File: config.mk
export PLATFORM = sky130hd
export DESIGN_NAME = stepper_limit_homing_sequencer
export DESIGN_NICKNAME = d
export VERILOG_FILES = /design/src/sv/slhs_pkg.sv /design/src/sv/stepper_limit_homing_sequencer.sv
export VERILOG_INCLUDE_DIRS = /design/src /design/src/sv
export SDC_FILE = /design/constraint.sdc
export NUM_CORES = 1
export LEC_CHECK = 0
export ABC_AREA = 1
export BUFFER_PORTS_ARGS = -buffer_cell sky130_fd_sc_hd__buf_2
export CAP_MARGIN = 15
export CORE_AREA = 2 2 150 152
export CTS_BUF_LIST = sky130_fd_sc_hd__clkbuf_16
export DETAILED_ROUTE_END_ITERATION = 6
export DIE_AREA = 0 0 152 154
export HOLD_SLACK_MARGIN = 0.1
export PLACE_DENSITY = 0.78
export RECOVER_POWER = 100
export SLEW_MARGIN = 15
export SYNTH_ARGS = -nofsm -noshare
export SYNTH_HDL_FRONTEND = slang
export SYNTH_SLANG_ARGS = --single-unit
File: constraint.sdc
create_clock -name clk -period 3.2 [get_ports clk]
set_input_delay 0.16 -clock clk [delete_from_list [all_inputs] [get_ports clk]]
set_output_delay 0.16 -clock clk [all_outputs]
set_load 0.01 [all_outputs]
File: src/sv/stepper_limit_homing_sequencer_assert.svh
// ----------------------------------------------------------------------------
// Homing sequencer assertion macros
// Concurrent checks clocked on clk, disabled while rst_n is low.
// ----------------------------------------------------------------------------
`ifndef STEPPER_LIMIT_HOMING_SEQUENCER_ASSERT_SVH
`define STEPPER_LIMIT_HOMING_SEQUENCER_ASSERT_SVH

// antecedent implies consequent in the same cycle
`define SLHS_ASSERT_SAME(label, ante, cons, msg) \
  label: assert property (@(posedge clk) disable iff (!rst_n) (ante) |-> (cons)) \
    else $error(msg);

// antecedent implies consequent in the next cycle
`define SLHS_ASSERT_NEXT(label, ante, cons, msg) \
  label: assert property (@(posedge clk) disable iff (!rst_n) (ante) |=> (cons)) \
    else $error(msg);

`endif

File: src/sv/slhs_pkg.sv
// ----------------------------------------------------------------------------
// slhs_pkg
// Types, codes and reset values for the stepper homing sequencer.
// ----------------------------------------------------------------------------
package slhs_pkg;

  localparam int unsigned POS_W           = 18;
  localparam int unsigned CNT_W           = 16;
  localparam int unsigned SETTLE_W        = 8;
  localparam int unsigned SETTLE_TICKS_DEF = 100;

  typedef logic signed [POS_W-1:0] pos_t;
  typedef logic [CNT_W-1:0]        cnt_t;
  typedef logic [SETTLE_W-1:0]     settle_t;

  typedef enum logic [2:0] {
    PH_IDLE    = 3'd0,
    PH_RELEASE = 3'd1,
    PH_BACKOFF = 3'd2,
    PH_SEEK    = 3'd3,
    PH_SETTLE  = 3'd4
  } phase_t;

  typedef enum logic [1:0] {
    ST_IDLE = 2'd0,
    ST_RUN  = 2'd1,
    ST_OK   = 2'd2,
    ST_FAIL = 2'd3
  } status_t;

  typedef enum logic [2:0] {
    REG_HAS_SWITCH     = 3'd0,
    REG_HOME_DIR       = 3'd1,
    REG_POS_DIR        = 3'd2,
    REG_MAX_RELEASE    = 3'd3,
    REG_MAX_HOMING     = 3'd4,
    REG_BACKOFF_STEPS  = 3'd5,
    REG_HOMING_PERIOD  = 3'd6,
    REG_BACKOFF_PERIOD = 3'd7
  } cfg_reg_t;

  localparam logic KIND_TICK  = 1'b0;
  localparam logic KIND_START = 1'b1;

  localparam cnt_t RST_MAX_RELEASE    = 16'd2000;
  localparam cnt_t RST_MAX_HOMING     = 16'd20000;
  localparam cnt_t RST_BACKOFF_STEPS  = 16'd200;
  localparam cnt_t RST_HOMING_PERIOD  = 16'd10;
  localparam cnt_t RST_BACKOFF_PERIOD = 16'd20;

endpackage

File: src/sv/stepper_limit_homing_sequencer.sv
// ----------------------------------------------------------------------------
// stepper_limit_homing_sequencer
// Homing sequencer for one stepper axis with a limit switch: release, backoff,
// seek, settle, zero, release and backoff again. One result word per input word.
// ----------------------------------------------------------------------------
// channel  direction  handshake         payload
// in_      input      in_valid/ready    kind, limit_pressed
// out_     output     out_valid/ready   step_pulse, direction, status, homed, position
// cfg_     input      cfg_we            cfg_idx (register), cfg_wdata (16b)
//
// Each word is decided in the cycle it is accepted and its result is registered;
// one word per cycle while results are taken, result valid the cycle after acceptance.
// The output register frees up in the same cycle it is taken, so in_ready stays
// high while out_ready is high; a stalled result holds in_ready low.
// Reset (rst_n low, synchronous) clears the sequencer to idle and loads the
// register defaults.
// ----------------------------------------------------------------------------
module stepper_limit_homing_sequencer #(
  parameter int unsigned SETTLE_TICKS = slhs_pkg::SETTLE_TICKS_DEF
) (
  input  logic               clk,
  input  logic               rst_n,
  input  logic               in_valid,
  output logic               in_ready,
  input  logic               in_kind,
  input  logic               in_limit_pressed,
  output logic               out_valid,
  input  logic               out_ready,
  output logic               out_step_pulse,
  output logic               out_direction,
  output logic [1:0]         out_status,
  output logic               out_homed,
  output slhs_pkg::pos_t     out_position,
  input  logic               cfg_we,
  input  logic [2:0]         cfg_idx,
  input  logic [15:0]        cfg_wdata
);
  import slhs_pkg::*;

  localparam settle_t SETTLE_LIM  = settle_t'(SETTLE_TICKS);
  localparam logic    SETTLE_ZERO = (SETTLE_TICKS == 0);

  // configuration
  logic    has_switch_r, home_dir_r, pos_dir_r;
  cnt_t    max_release_r, max_homing_r, backoff_steps_r;
  cnt_t    homing_period_r, backoff_period_r;

  // sequencer state
  phase_t  phase_r, phase_nxt;
  logic    second_r, second_nxt;
  cnt_t    step_cnt_r, step_cnt_nxt;
  cnt_t    per_cnt_r, per_cnt_nxt;
  settle_t settle_r, settle_nxt;
  logic    homed_r, homed_nxt;
  pos_t    pos_r, pos_nxt;
  logic    dir_r, dir_nxt;
  status_t fstat_r, fstat_nxt;

  // result register
  logic    out_valid_r;
  logic    pulse_r, pulse;
  logic    odir_r;
  status_t ostat_r, ostat_nxt;
  logic    ohomed_r;
  pos_t    opos_r;

  logic    in_acc;
  logic    clr_cnt;
  cnt_t    per_sel, per_eff, per_inc;
  logic    per_due;
  cnt_t    step_inc;
  settle_t settle_inc;
  pos_t    pos_step;

  assign in_ready = !out_valid_r || out_ready;
  assign in_acc   = in_valid && in_ready;

  // period counter shared by release, backoff and seek
  assign per_sel  = (phase_r == PH_SEEK) ? homing_period_r : backoff_period_r;
  assign per_eff  = (per_sel == '0) ? cnt_t'(1) : per_sel;
  assign per_inc  = per_cnt_r + cnt_t'(1);
  assign per_due  = (per_inc >= per_eff);
  assign step_inc = step_cnt_r + cnt_t'(1);
  assign settle_inc = settle_r + settle_t'(1);
  // position moves only while homed
  assign pos_step = !homed_r ? pos_r :
                    (dir_r == pos_dir_r) ? pos_r + pos_t'(1) : pos_r - pos_t'(1);

  // configuration writes
  always_ff @(posedge clk) begin
    if (!rst_n) begin
      has_switch_r     <= 1'b1;
      home_dir_r       <= 1'b0;
      pos_dir_r        <= 1'b1;
      max_release_r    <= RST_MAX_RELEASE;
      max_homing_r     <= RST_MAX_HOMING;
      backoff_steps_r  <= RST_BACKOFF_STEPS;
      homing_period_r  <= RST_HOMING_PERIOD;
      backoff_period_r <= RST_BACKOFF_PERIOD;
    end else if (cfg_we) begin
      unique case (cfg_idx)
        REG_HAS_SWITCH:     has_switch_r     <= cfg_wdata[0];
        REG_HOME_DIR:       home_dir_r       <= cfg_wdata[0];
        REG_POS_DIR:        pos_dir_r        <= cfg_wdata[0];
        REG_MAX_RELEASE:    max_release_r    <= cfg_wdata;
        REG_MAX_HOMING:     max_homing_r     <= cfg_wdata;
        REG_BACKOFF_STEPS:  backoff_steps_r  <= cfg_wdata;
        REG_HOMING_PERIOD:  homing_period_r  <= cfg_wdata;
        REG_BACKOFF_PERIOD: backoff_period_r <= cfg_wdata;
        default: ;
      endcase
    end
  end

  // next state
  always_comb begin
    phase_nxt    = phase_r;
    second_nxt   = second_r;
    step_cnt_nxt = step_cnt_r;
    per_cnt_nxt  = per_cnt_r;
    settle_nxt   = settle_r;
    homed_nxt    = homed_r;
    pos_nxt      = pos_r;
    dir_nxt      = dir_r;
    fstat_nxt    = fstat_r;
    pulse        = 1'b0;
    clr_cnt      = 1'b0;
    if (in_acc) begin
      if (in_kind == KIND_START) begin
        second_nxt = 1'b0;
        clr_cnt    = 1'b1;
        if (!has_switch_r) begin
          homed_nxt = 1'b1;
          fstat_nxt = ST_OK;
          phase_nxt = PH_IDLE;
        end else begin
          homed_nxt = 1'b0;
          fstat_nxt = ST_RUN;
          if (in_limit_pressed) begin
            dir_nxt   = !home_dir_r;
            phase_nxt = PH_RELEASE;
          end else begin
            dir_nxt   = home_dir_r;
            phase_nxt = PH_SEEK;
          end
        end
      end else begin
        unique case (phase_r)
          PH_RELEASE: begin
            if (!in_limit_pressed) begin
              clr_cnt = 1'b1;
              if (backoff_steps_r != '0) begin
                phase_nxt = PH_BACKOFF;
              end else if (!second_r) begin
                dir_nxt   = home_dir_r;
                phase_nxt = PH_SEEK;
              end else begin
                pos_nxt   = '0;
                fstat_nxt = ST_OK;
                phase_nxt = PH_IDLE;
              end
            end else if (step_cnt_r >= max_release_r) begin
              clr_cnt   = 1'b1;
              if (second_r) homed_nxt = 1'b0;
              fstat_nxt = ST_FAIL;
              phase_nxt = PH_IDLE;
            end else begin
              per_cnt_nxt = per_due ? '0 : per_inc;
              if (per_due) begin
                pulse        = 1'b1;
                pos_nxt      = pos_step;
                step_cnt_nxt = step_inc;
              end
            end
          end
          PH_BACKOFF: begin
            per_cnt_nxt = per_due ? '0 : per_inc;
            if (per_due) begin
              pulse        = 1'b1;
              pos_nxt      = pos_step;
              step_cnt_nxt = step_inc;
              if (step_inc >= backoff_steps_r) begin
                clr_cnt = 1'b1;
                if (!second_r) begin
                  dir_nxt   = home_dir_r;
                  phase_nxt = PH_SEEK;
                end else begin
                  pos_nxt   = '0;
                  fstat_nxt = ST_OK;
                  phase_nxt = PH_IDLE;
                end
              end
            end
          end
          PH_SEEK: begin
            if (in_limit_pressed) begin
              clr_cnt = 1'b1;
              if (SETTLE_ZERO) begin
                pos_nxt    = '0;
                homed_nxt  = 1'b1;
                second_nxt = 1'b1;
                dir_nxt    = !home_dir_r;
                phase_nxt  = PH_RELEASE;
              end else begin
                phase_nxt = PH_SETTLE;
              end
            end else if (step_cnt_r >= max_homing_r) begin
              clr_cnt   = 1'b1;
              if (second_r) homed_nxt = 1'b0;
              fstat_nxt = ST_FAIL;
              phase_nxt = PH_IDLE;
            end else begin
              per_cnt_nxt = per_due ? '0 : per_inc;
              if (per_due) begin
                pulse        = 1'b1;
                step_cnt_nxt = step_inc;
              end
            end
          end
          PH_SETTLE: begin
            settle_nxt = settle_inc;
            if (settle_inc >= SETTLE_LIM) begin
              clr_cnt    = 1'b1;
              pos_nxt    = '0;
              homed_nxt  = 1'b1;
              second_nxt = 1'b1;
              dir_nxt    = !home_dir_r;
              phase_nxt  = PH_RELEASE;
            end
          end
          default: ;
        endcase
      end
      if (clr_cnt) begin
        step_cnt_nxt = '0;
        per_cnt_nxt  = '0;
        settle_nxt   = '0;
      end
    end
  end

  // result word
  always_comb begin
    ostat_nxt = (phase_nxt != PH_IDLE) ? ST_RUN : fstat_nxt;
  end

  always_ff @(posedge clk) begin
    if (!rst_n) begin
      phase_r     <= PH_IDLE;
      second_r    <= 1'b0;
      step_cnt_r  <= '0;
      per_cnt_r   <= '0;
      settle_r    <= '0;
      homed_r     <= 1'b0;
      pos_r       <= '0;
      dir_r       <= 1'b0;
      fstat_r     <= ST_IDLE;
      out_valid_r <= 1'b0;
    end else begin
      phase_r    <= phase_nxt;
      second_r   <= second_nxt;
      step_cnt_r <= step_cnt_nxt;
      per_cnt_r  <= per_cnt_nxt;
      settle_r   <= settle_nxt;
      homed_r    <= homed_nxt;
      pos_r      <= pos_nxt;
      dir_r      <= dir_nxt;
      fstat_r    <= fstat_nxt;
      if (in_acc) begin
        out_valid_r <= 1'b1;
      end else if (out_ready) begin
        out_valid_r <= 1'b0;
      end
    end
  end

  always_ff @(posedge clk) begin
    if (in_acc) begin
      pulse_r  <= pulse;
      odir_r   <= dir_nxt;
      ostat_r  <= ostat_nxt;
      ohomed_r <= homed_nxt;
      opos_r   <= pos_nxt;
    end
  end

  assign out_valid      = out_valid_r;
  assign out_step_pulse = pulse_r;
  assign out_direction  = odir_r;
  assign out_status     = ostat_r;
  assign out_homed      = ohomed_r;
  assign out_position   = opos_r;

`include "stepper_limit_homing_sequencer_assert.svh"

  `SLHS_ASSERT_NEXT(a_acc_fills_out, in_acc, out_valid_r, "accepted word left no result")
  `SLHS_ASSERT_NEXT(a_idle_holds, !in_acc,
    $stable(phase_r) && $stable(pos_r) && $stable(homed_r), "state moved without a word")
  `SLHS_ASSERT_NEXT(a_pos_needs_homed, !homed_r, homed_r || $stable(pos_r),
    "position moved while not homed")
  `SLHS_ASSERT_SAME(a_pulse_status, out_valid_r && pulse_r,
    ostat_r == ST_RUN || ostat_r == ST_OK, "step pulse on idle or failed status")

endmodule
==> flow_summary_export.csv, run 1 <==
group,metric,value,unit
route,totalWireLength,31.08,mm
floorplan,core_region_area,21690,um^2
critical_path,r2r_start,"phase_r[0]",
critical_path,setup.worst_path.end_class,"flip-flop",
global_routing,antenna_violations_before_repair,0,
cells_and_area,antennaDiodeCount,0,
critical_path,element_type_at_the_critical_path_start,"flip-flop",
critical_path,worst-r2r-setup-slack,-0.18,ns
synthesis,share_of_synthesized_registers_carrying_an_async_set_or_reset,0,
sta,final-setup-viol-count,65,
floorplan,initial_core_util,0.4974,
critical_path,reg2reg_to,"step_cnt_r[14]",
sta,skew,0.01292,ns
cells_and_area,post_route_cells_drive_above_1_share,0.2436,
synthesis,netlist_area,10790,um^2
cells_and_area,num-nets-final,1830,
synthesis,synth_nets,1638,
critical_path,worstSetupEndpoint,"step_cnt_r[14]",
sta,holdWs,0.1011,ns
critical_path,cp_data_required_time,3.59,ns
clock_tree,cts_buffers,17,
place,pre_cts_slack,-0.3935,ns
cells_and_area,layout-area-overhead-vs-synth,28.67,%
synthesis,postSynthRegisterBits,173,
cells_and_area,nFillCells,1758,
status,failed_checks,"setup timing",
clock_tree,tritoncts,"yes",
critical_path,ff2ff_path_depth,25,
cells_and_area,multi_input_area,6840,um^2
sta,post-route-period-util,1.056,
sta,maxSlewViolCount,0,
synthesis,postSynthAreaPerCell,7.065,um^2
sta,rsz0062_at_grt,"true",
status,status,"complete, but fails checks",
route,drt-vias-per-instance,5.461,
synthesis,yosys.cell_types.count,55,
synthesis,post_synth_main_area_contributors,"dfxtp_1, nand2_1, ha_1",
pwr,worst_ir_drop_vdd,329.6,uV
sta,worst_slew_margin_rel,0.4131,
global_routing,gr-total-overflow,0,
synthesis,register_area_share_after_synthesis,0.3424,
route,first_pass_iters,6,
floorplan,num_rows,54,
clock_tree,clock_tree.root_cell,"clkbuf_16",
clock_tree,cts.path.max_buffers,2,
global_routing,grt_use_total,0.2510,
floorplan,floorplan.die.width,152,um
min_path,worstHoldPathType,"in2reg",
sta,fmax,295.9,MHz
min_path,startpoint_of_the_tightest_hold_check_path,"cfg_idx[2]",
global_routing,global_route_wire_length_before_repair,48.71,mm
critical_path,setup.worst_path.class,"reg2reg",
synthesis,ys.warnings.count,0,
place,port_buffers,50,
sta,max_slew.worst_pin.slew,0.8790,ns
clock_tree,clock_insertion_delay_worst_skew,0.45,ns
clock_tree,ctsHtreeMaxLevel,4,
clock_tree,cts.sink_count,173,
route,drt.antenna.violating_nets,0,
sta,final.min_clock_period,3.379,ns
sta,timing_hold_violations_final,0,
critical_path,cp-startpoint,"phase_r[0]",
critical_path,arrival_worst_endpoint,3.77,ns
critical_path,cp_max_fo,7,
synthesis,top_flip_flop_cell_by_instance_count_after_synthesis,"dfxtp_1",
global_routing,number_of_global_route_vias_before_repair,10240,
run,cap_violations,0,
route,routed-via-count,10990,
floorplan,top_level_ports,51,
synthesis,cell_type_with_the_highest_aggregate_area_in_the_netlist,"dfxtp_1",
cells_and_area,final-seq-area,3710,um^2
synthesis,number_of_enable_flip_flop_cells_after_synthesis,23,
clock_tree,clkSlewWorstSetupHoldPaths,0.08,ns
pwr,power.density_cell_area,467.9,nW/um^2
place,dpl.hpwl,20.69,mm
pwr,leakagePower,6.567,nW
synthesis,synthDominantCellAreaShare,0.2784,
route,post-route-drc-count,0,
sta,setup_total_negative_slack,-5.511,ns
global_routing,grt_max_degree,85,
place,gp_routability_congestion,0.9432,
route,first_iter_violations,799,
sta,fin_ws,-0.1794,ns
floorplan,floorplan.die_area,23410,um^2
route,drt-wirelength-per-cell,15.45,um
synthesis,postSynthCellCount,1527,
floorplan,die-height,154,um
-- placed cells by master, fill, tap and decap left out, types with 10 or more instances in the layout --
cell	instances
a21oi_1	98
a21oi_2	13
buf_2	40
buf_4	122
clkbuf_1	11
clkbuf_16	18
dfxtp_1	141
dlygate4sd3_1	20
edfxtp_1	23
ha_1	81
inv_1	161
inv_2	23
nand2_1	290
nand2_2	35
nand2_4	14
nand3_1	68
nand3_2	10
nand4_1	23
nor2_1	195
nor2_2	30
o211ai_1	15
o21ai_0	111
o21ai_1	17
xor2_1	25
-- through the flow --
step	cell area (um^2)	utilization	power [mW]	instances
2_1_floorplan	10820	-	3.462	1527
3_3_place_gp	12190	0.5622	3.977	1938
3_5_place_dp	12190	0.5622	4.027	1938
4_1_cts	13450	0.6199	6.316	2000
5_1_grt	13880	0.6400	6.805	2012
6_report	13880	0.6400	6.495	2012
-- cell families after synthesis --
kind of cell	after synthesis	synth area share
AO/OA/AOI/OAI	277	0.1384
flip-flops	173	0.3424
AND/OR/NAND/NOR	712	0.2920
multiplexers	16	0.01485
buffers and inverters	231	0.08629
XOR/XNOR	33	0.02679
adder cells (fa/ha/maj)	85	0.09928
-- worst min path at each step --
stage,endpoint,slack [ns],cells after the start
detailed placement,second_r,0.44,2
finish,has_switch_r,0.10,5
CTS,has_switch_r,0.10,5
floorplan,second_r,0.25,1
global route,has_switch_r,0.14,5
global placement,second_r,0.42,2
-- Yosys cell counts (all sizes together) (3+ instances only) --
cell / instances
inv: 186
a21o: 3
o21ai: 132
a31oi: 3
clkinv: 3
o211ai: 15
buf: 11
mux2i: 16
xor2: 30
nor4: 5
nor3: 16
xnor2: 3
clkbuf: 31
ha: 84
o21bai: 3
dfxtp: 150
or2: 9
a21oi: 112
nor2: 233
nand2: 339
a211oi: 3
nand3: 82
edfxtp: 23
nand4: 24
-- area by class of cell --
type	instances	share of cell area
clock buffer	17	0.03065
clock inverter	15	0.01379
multi-input combinational	1128	0.4928
tap	280	0.02524
timing repair buffer	210	0.1170
sequential	173	0.2673
inverter	189	0.05327
-- critical path: stages (launching register included) --
cell and delay (ns):
dfxtp_4 0.36, inv_4 0.04, nor2_4 0.12, buf_12 0.14, nand2_8 0.10, buf_4 0.18
mux2i_2 0.19, nand4_1 0.15, o41ai_2 0.30, ha_1 0.28, nand2_1 0.06, nor2_1 0.04
nor2_1 0.08, nand2_1 0.07, nand2_2 0.08, nand2_4 0.07, nand2_4 0.08, inv_2 0.05
nand2_2 0.07, nand3_4 0.10, nor2_8 0.16, o21ai_4 0.15, buf_6 0.18, nand3_1 0.08
nand2_1 0.10, nor2_2 0.10
-- repair_timing --
| action | 4_1_cts | 5_1_grt |
|---|---|---|
| hold endpoints to repair | 58 | 0 |
| hold buffers | 20 | 0 |
| cloned | 3 | 4 |
| pin swaps | 31 | 41 |
| endpoints found under the setup margin | 83 | 85 |
| resized for setup | 92 | 76 |
| setup buffers | 7 | 8 |
-- power breakdown --
group | internal [mW] | switching, mW | leakage [nW]
clock | 1.08 | 1.10 | 0.299
sequential | 2.32 | 0.0980 | 1.46
combinational | 0.765 | 1.14 | 4.81
total | 4.16 | 2.33 | 6.57
-- layer usage --
metal,global-route usage,part of all wire,vias up
li1,-,-,5384
met1,0.3073,0.41,5108
met2,0.4389,0.49,406
met4,0.09746,0.035,0
met3,0.04538,0.058,89
met5,0,0,-
No activity file was read; power rests on OpenSTA's default activity.
==> run 2: changes to the inputs <==
--- a/config.mk
+++ b/config.mk
@@ -13,7 +13,7 @@
 export CTS_BUF_LIST = sky130_fd_sc_hd__clkbuf_16
 export DETAILED_ROUTE_END_ITERATION = 6
 export DIE_AREA = 0 0 152 154
-export HOLD_SLACK_MARGIN = 0.1
+export HOLD_SLACK_MARGIN = 0.15
 export PLACE_DENSITY = 0.78
 export RECOVER_POWER = 100
 export SLEW_MARGIN = 15
==> flow_summary_export.csv, run 2 (synthesis results as in run 1) <==
group,metric,value,unit
route,totalWireLength,31.23,mm
place,dp_cells,1938,
sta,fin_ws,-0.1864,ns
route,drt-wirelength-per-cell,15.51,um
clock_tree,tritoncts,"yes",
place,dpl.hpwl,20.69,mm
critical_path,setup.worst_path.class,"reg2reg",
sta,rsz0062_at_grt,"true",
run,cap_violations,0,
sta,fmax,295.3,MHz
cells_and_area,num-nets-final,1832,
sta,final-setup-viol-count,67,
cells_and_area,postLayoutCellArea,13900,um^2
cells_and_area,antennaDiodeCount,0,
sta,timing_hold_violations_final,0,
global_routing,gr-total-overflow,0,
clock_tree,cts.sink_count,173,
clock_tree,cts_buffers,17,
place,gp_routability_congestion,0.9432,
floorplan,floorplan.die.width,152,um
place,postPlaceCellArea,12190,um^2
global_routing,global_route_wire_length_before_repair,48.78,mm
floorplan,top_level_ports,51,
sta,maxSlewViolCount,0,
route,first_pass_iters,6,
clock_tree,clkSlewWorstSetupHoldPaths,0.08,ns
sta,max_slew.worst_pin.slew,0.8835,ns
place,pre_cts_slack,-0.3935,ns
pwr,share_clk_of_total_power,0.334,
status,status,"complete, but fails checks",
clock_tree,cts.path.max_buffers,2,
critical_path,element_type_at_the_critical_path_start,"flip-flop",
route,drt-vias-per-instance,5.481,
pwr,power_frac_comb,0.294,
place,port_buffers,50,
critical_path,r2r_start,"phase_r[0]",
global_routing,grt_max_degree,85,
global_routing,antenna_violations_before_repair,0,
critical_path,cp-startpoint,"phase_r[0]",
critical_path,setup.worst_path.end_class,"flip-flop",
global_routing,grt_use_total,0.2514,
pwr,net-switching-power,2.338,mW
sta,skew,0.01424,ns
sta,post-route-period-util,1.058,
sta,final.min_clock_period,3.386,ns
min_path,startpoint_of_the_tightest_hold_check_path,"in_valid",
cells_and_area,layout-area-overhead-vs-synth,28.89,%
clock_tree,ctsHtreeMaxLevel,4,
pwr,seq_power_share,0.372,
pwr,power_switching_share,0.3596,
pwr,leakagePower,6.579,nW
route,first_iter_violations,781,
critical_path,cp_max_fo,7,
floorplan,floorplan.die_area,23410,um^2
critical_path,cp_data_required_time,3.59,ns
critical_path,arrival_worst_endpoint,3.78,ns
pwr,cell_internal_pwr,4.163,mW
clock_tree,clock_insertion_delay_worst_skew,0.45,ns
status,failed_checks,"setup timing",
cells_and_area,post_route_cells_drive_above_1_share,0.2439,
route,post-route-drc-count,0,
floorplan,core_region_area,21690,um^2
cells_and_area,final_common_cell,"nand2_1",
pwr,post-layout-total-power,6.501,mW
pwr,power.density_cell_area,467.5,nW/um^2
clock_tree,clock_tree.root_cell,"clkbuf_16",
route,routed-via-count,11040,
pwr,worst_ir_drop_vdd,327.1,uV
sta,worst_slew_margin_rel,0.4101,
floorplan,num_rows,54,
global_routing,number_of_global_route_vias_before_repair,10270,
cells_and_area,final_cell_mix,"nand2_1, nor2_1, inv_1",
min_path,worstHoldPathType,"in2reg",
route,drt.antenna.violating_nets,0,
cells_and_area,instances_no_fill,2014,
floorplan,initial_core_util,0.4974,
sta,setup_total_negative_slack,-5.786,ns
floorplan,die-height,154,um
## run 2: cell types whose count changed in the layout (fill, tap and decap cells not counted)
| cell | delta |
|---|---|
| buf_4 | +1 |
| clkbuf_1 | -1 |
| dlygate4sd3_1 | +2 |
## run 2: repair_timing
| action | in CTS | in global routing |
|---|---|---|
| pin swaps | 31 | 41 |
| setup buffers | 7 | 8 |
| gates cloned | 3 | 4 |
| hold buffers | 22 | 0 |
| endpoints found under the setup margin | 83 | 85 |
| resized for setup | 92 | 76 |
| hold endpoints to repair | 84 | 0 |
## run 2: final cells by class
class                      count  area (um^2)
clock inverter                15        191.4
sequential                   173         3710
tap                          280        350.3
clock buffer                  17        425.4
multi-input combinational   1128         6840
timing repair buffer         212         1648
fill                        1755         7784
inverter                     189        739.5
## run 2: path summary, 6_finish.rpt
| path | endpoint | slack (ns) | cells past startpoint |
|---|---|---|---|
| setup / recovery | step_cnt_r[14] | -0.19 | 25 |
| hold / removal | out_valid | 0.17 | 4 |
| setup reg to reg | step_cnt_r[14] | -0.19 | 25 |
| hold reg to reg | max_homing_r[4] | 0.46 | 2 |
## run 2: power by group through the flow
stage	Clock (mW)	Sequential (mW)	Combinational, mW
after floorplan	0	2.45	1.01
after global placement	0	2.44	1.54
after detailed placement	0	2.44	1.58
after CTS	2.18	2.40	1.74
after global routing	2.28	2.43	2.10
final	2.17	2.42	1.91
## run 2: worst max-delay path: stages, from the launching register on
cell	delay, ns
dfxtp_4	0.36
inv_4	0.04
nor2_4	0.12
buf_12	0.14
nand2_8	0.10
buf_4	0.18
mux2i_2	0.19
nand4_1	0.15
o41ai_2	0.30
ha_1	0.28
nand2_1	0.06
nor2_1	0.04
nor2_1	0.09
nand2_1	0.07
nand2_2	0.08
nand2_4	0.07
nand2_4	0.08
inv_2	0.05
nand2_2	0.07
nand3_4	0.10
nor2_8	0.16
o21ai_4	0.15
buf_6	0.18
nand3_1	0.08
nand2_1	0.10
nor2_2	0.10
## run 2: per-stage QoR
step	utilization	hold slack (ns)
after floorplan	-	0.2470
final	0.6411	0.1660
after detailed placement	0.5622	0.4354
after global placement	0.5622	0.4166
after CTS	0.6209	0.1617
after global routing	0.6411	0.1890
## run 2: metal layers
metal / vias up / share of wire / GRT usage
met1: 5177 / 0.42 / 0.3068
met4: 0 / 0.034 / 0.09924
met3: 79 / 0.052 / 0.04594
met2: 394 / 0.50 / 0.4395
met5: - / 0 / 0
li1: 5388 / - / -
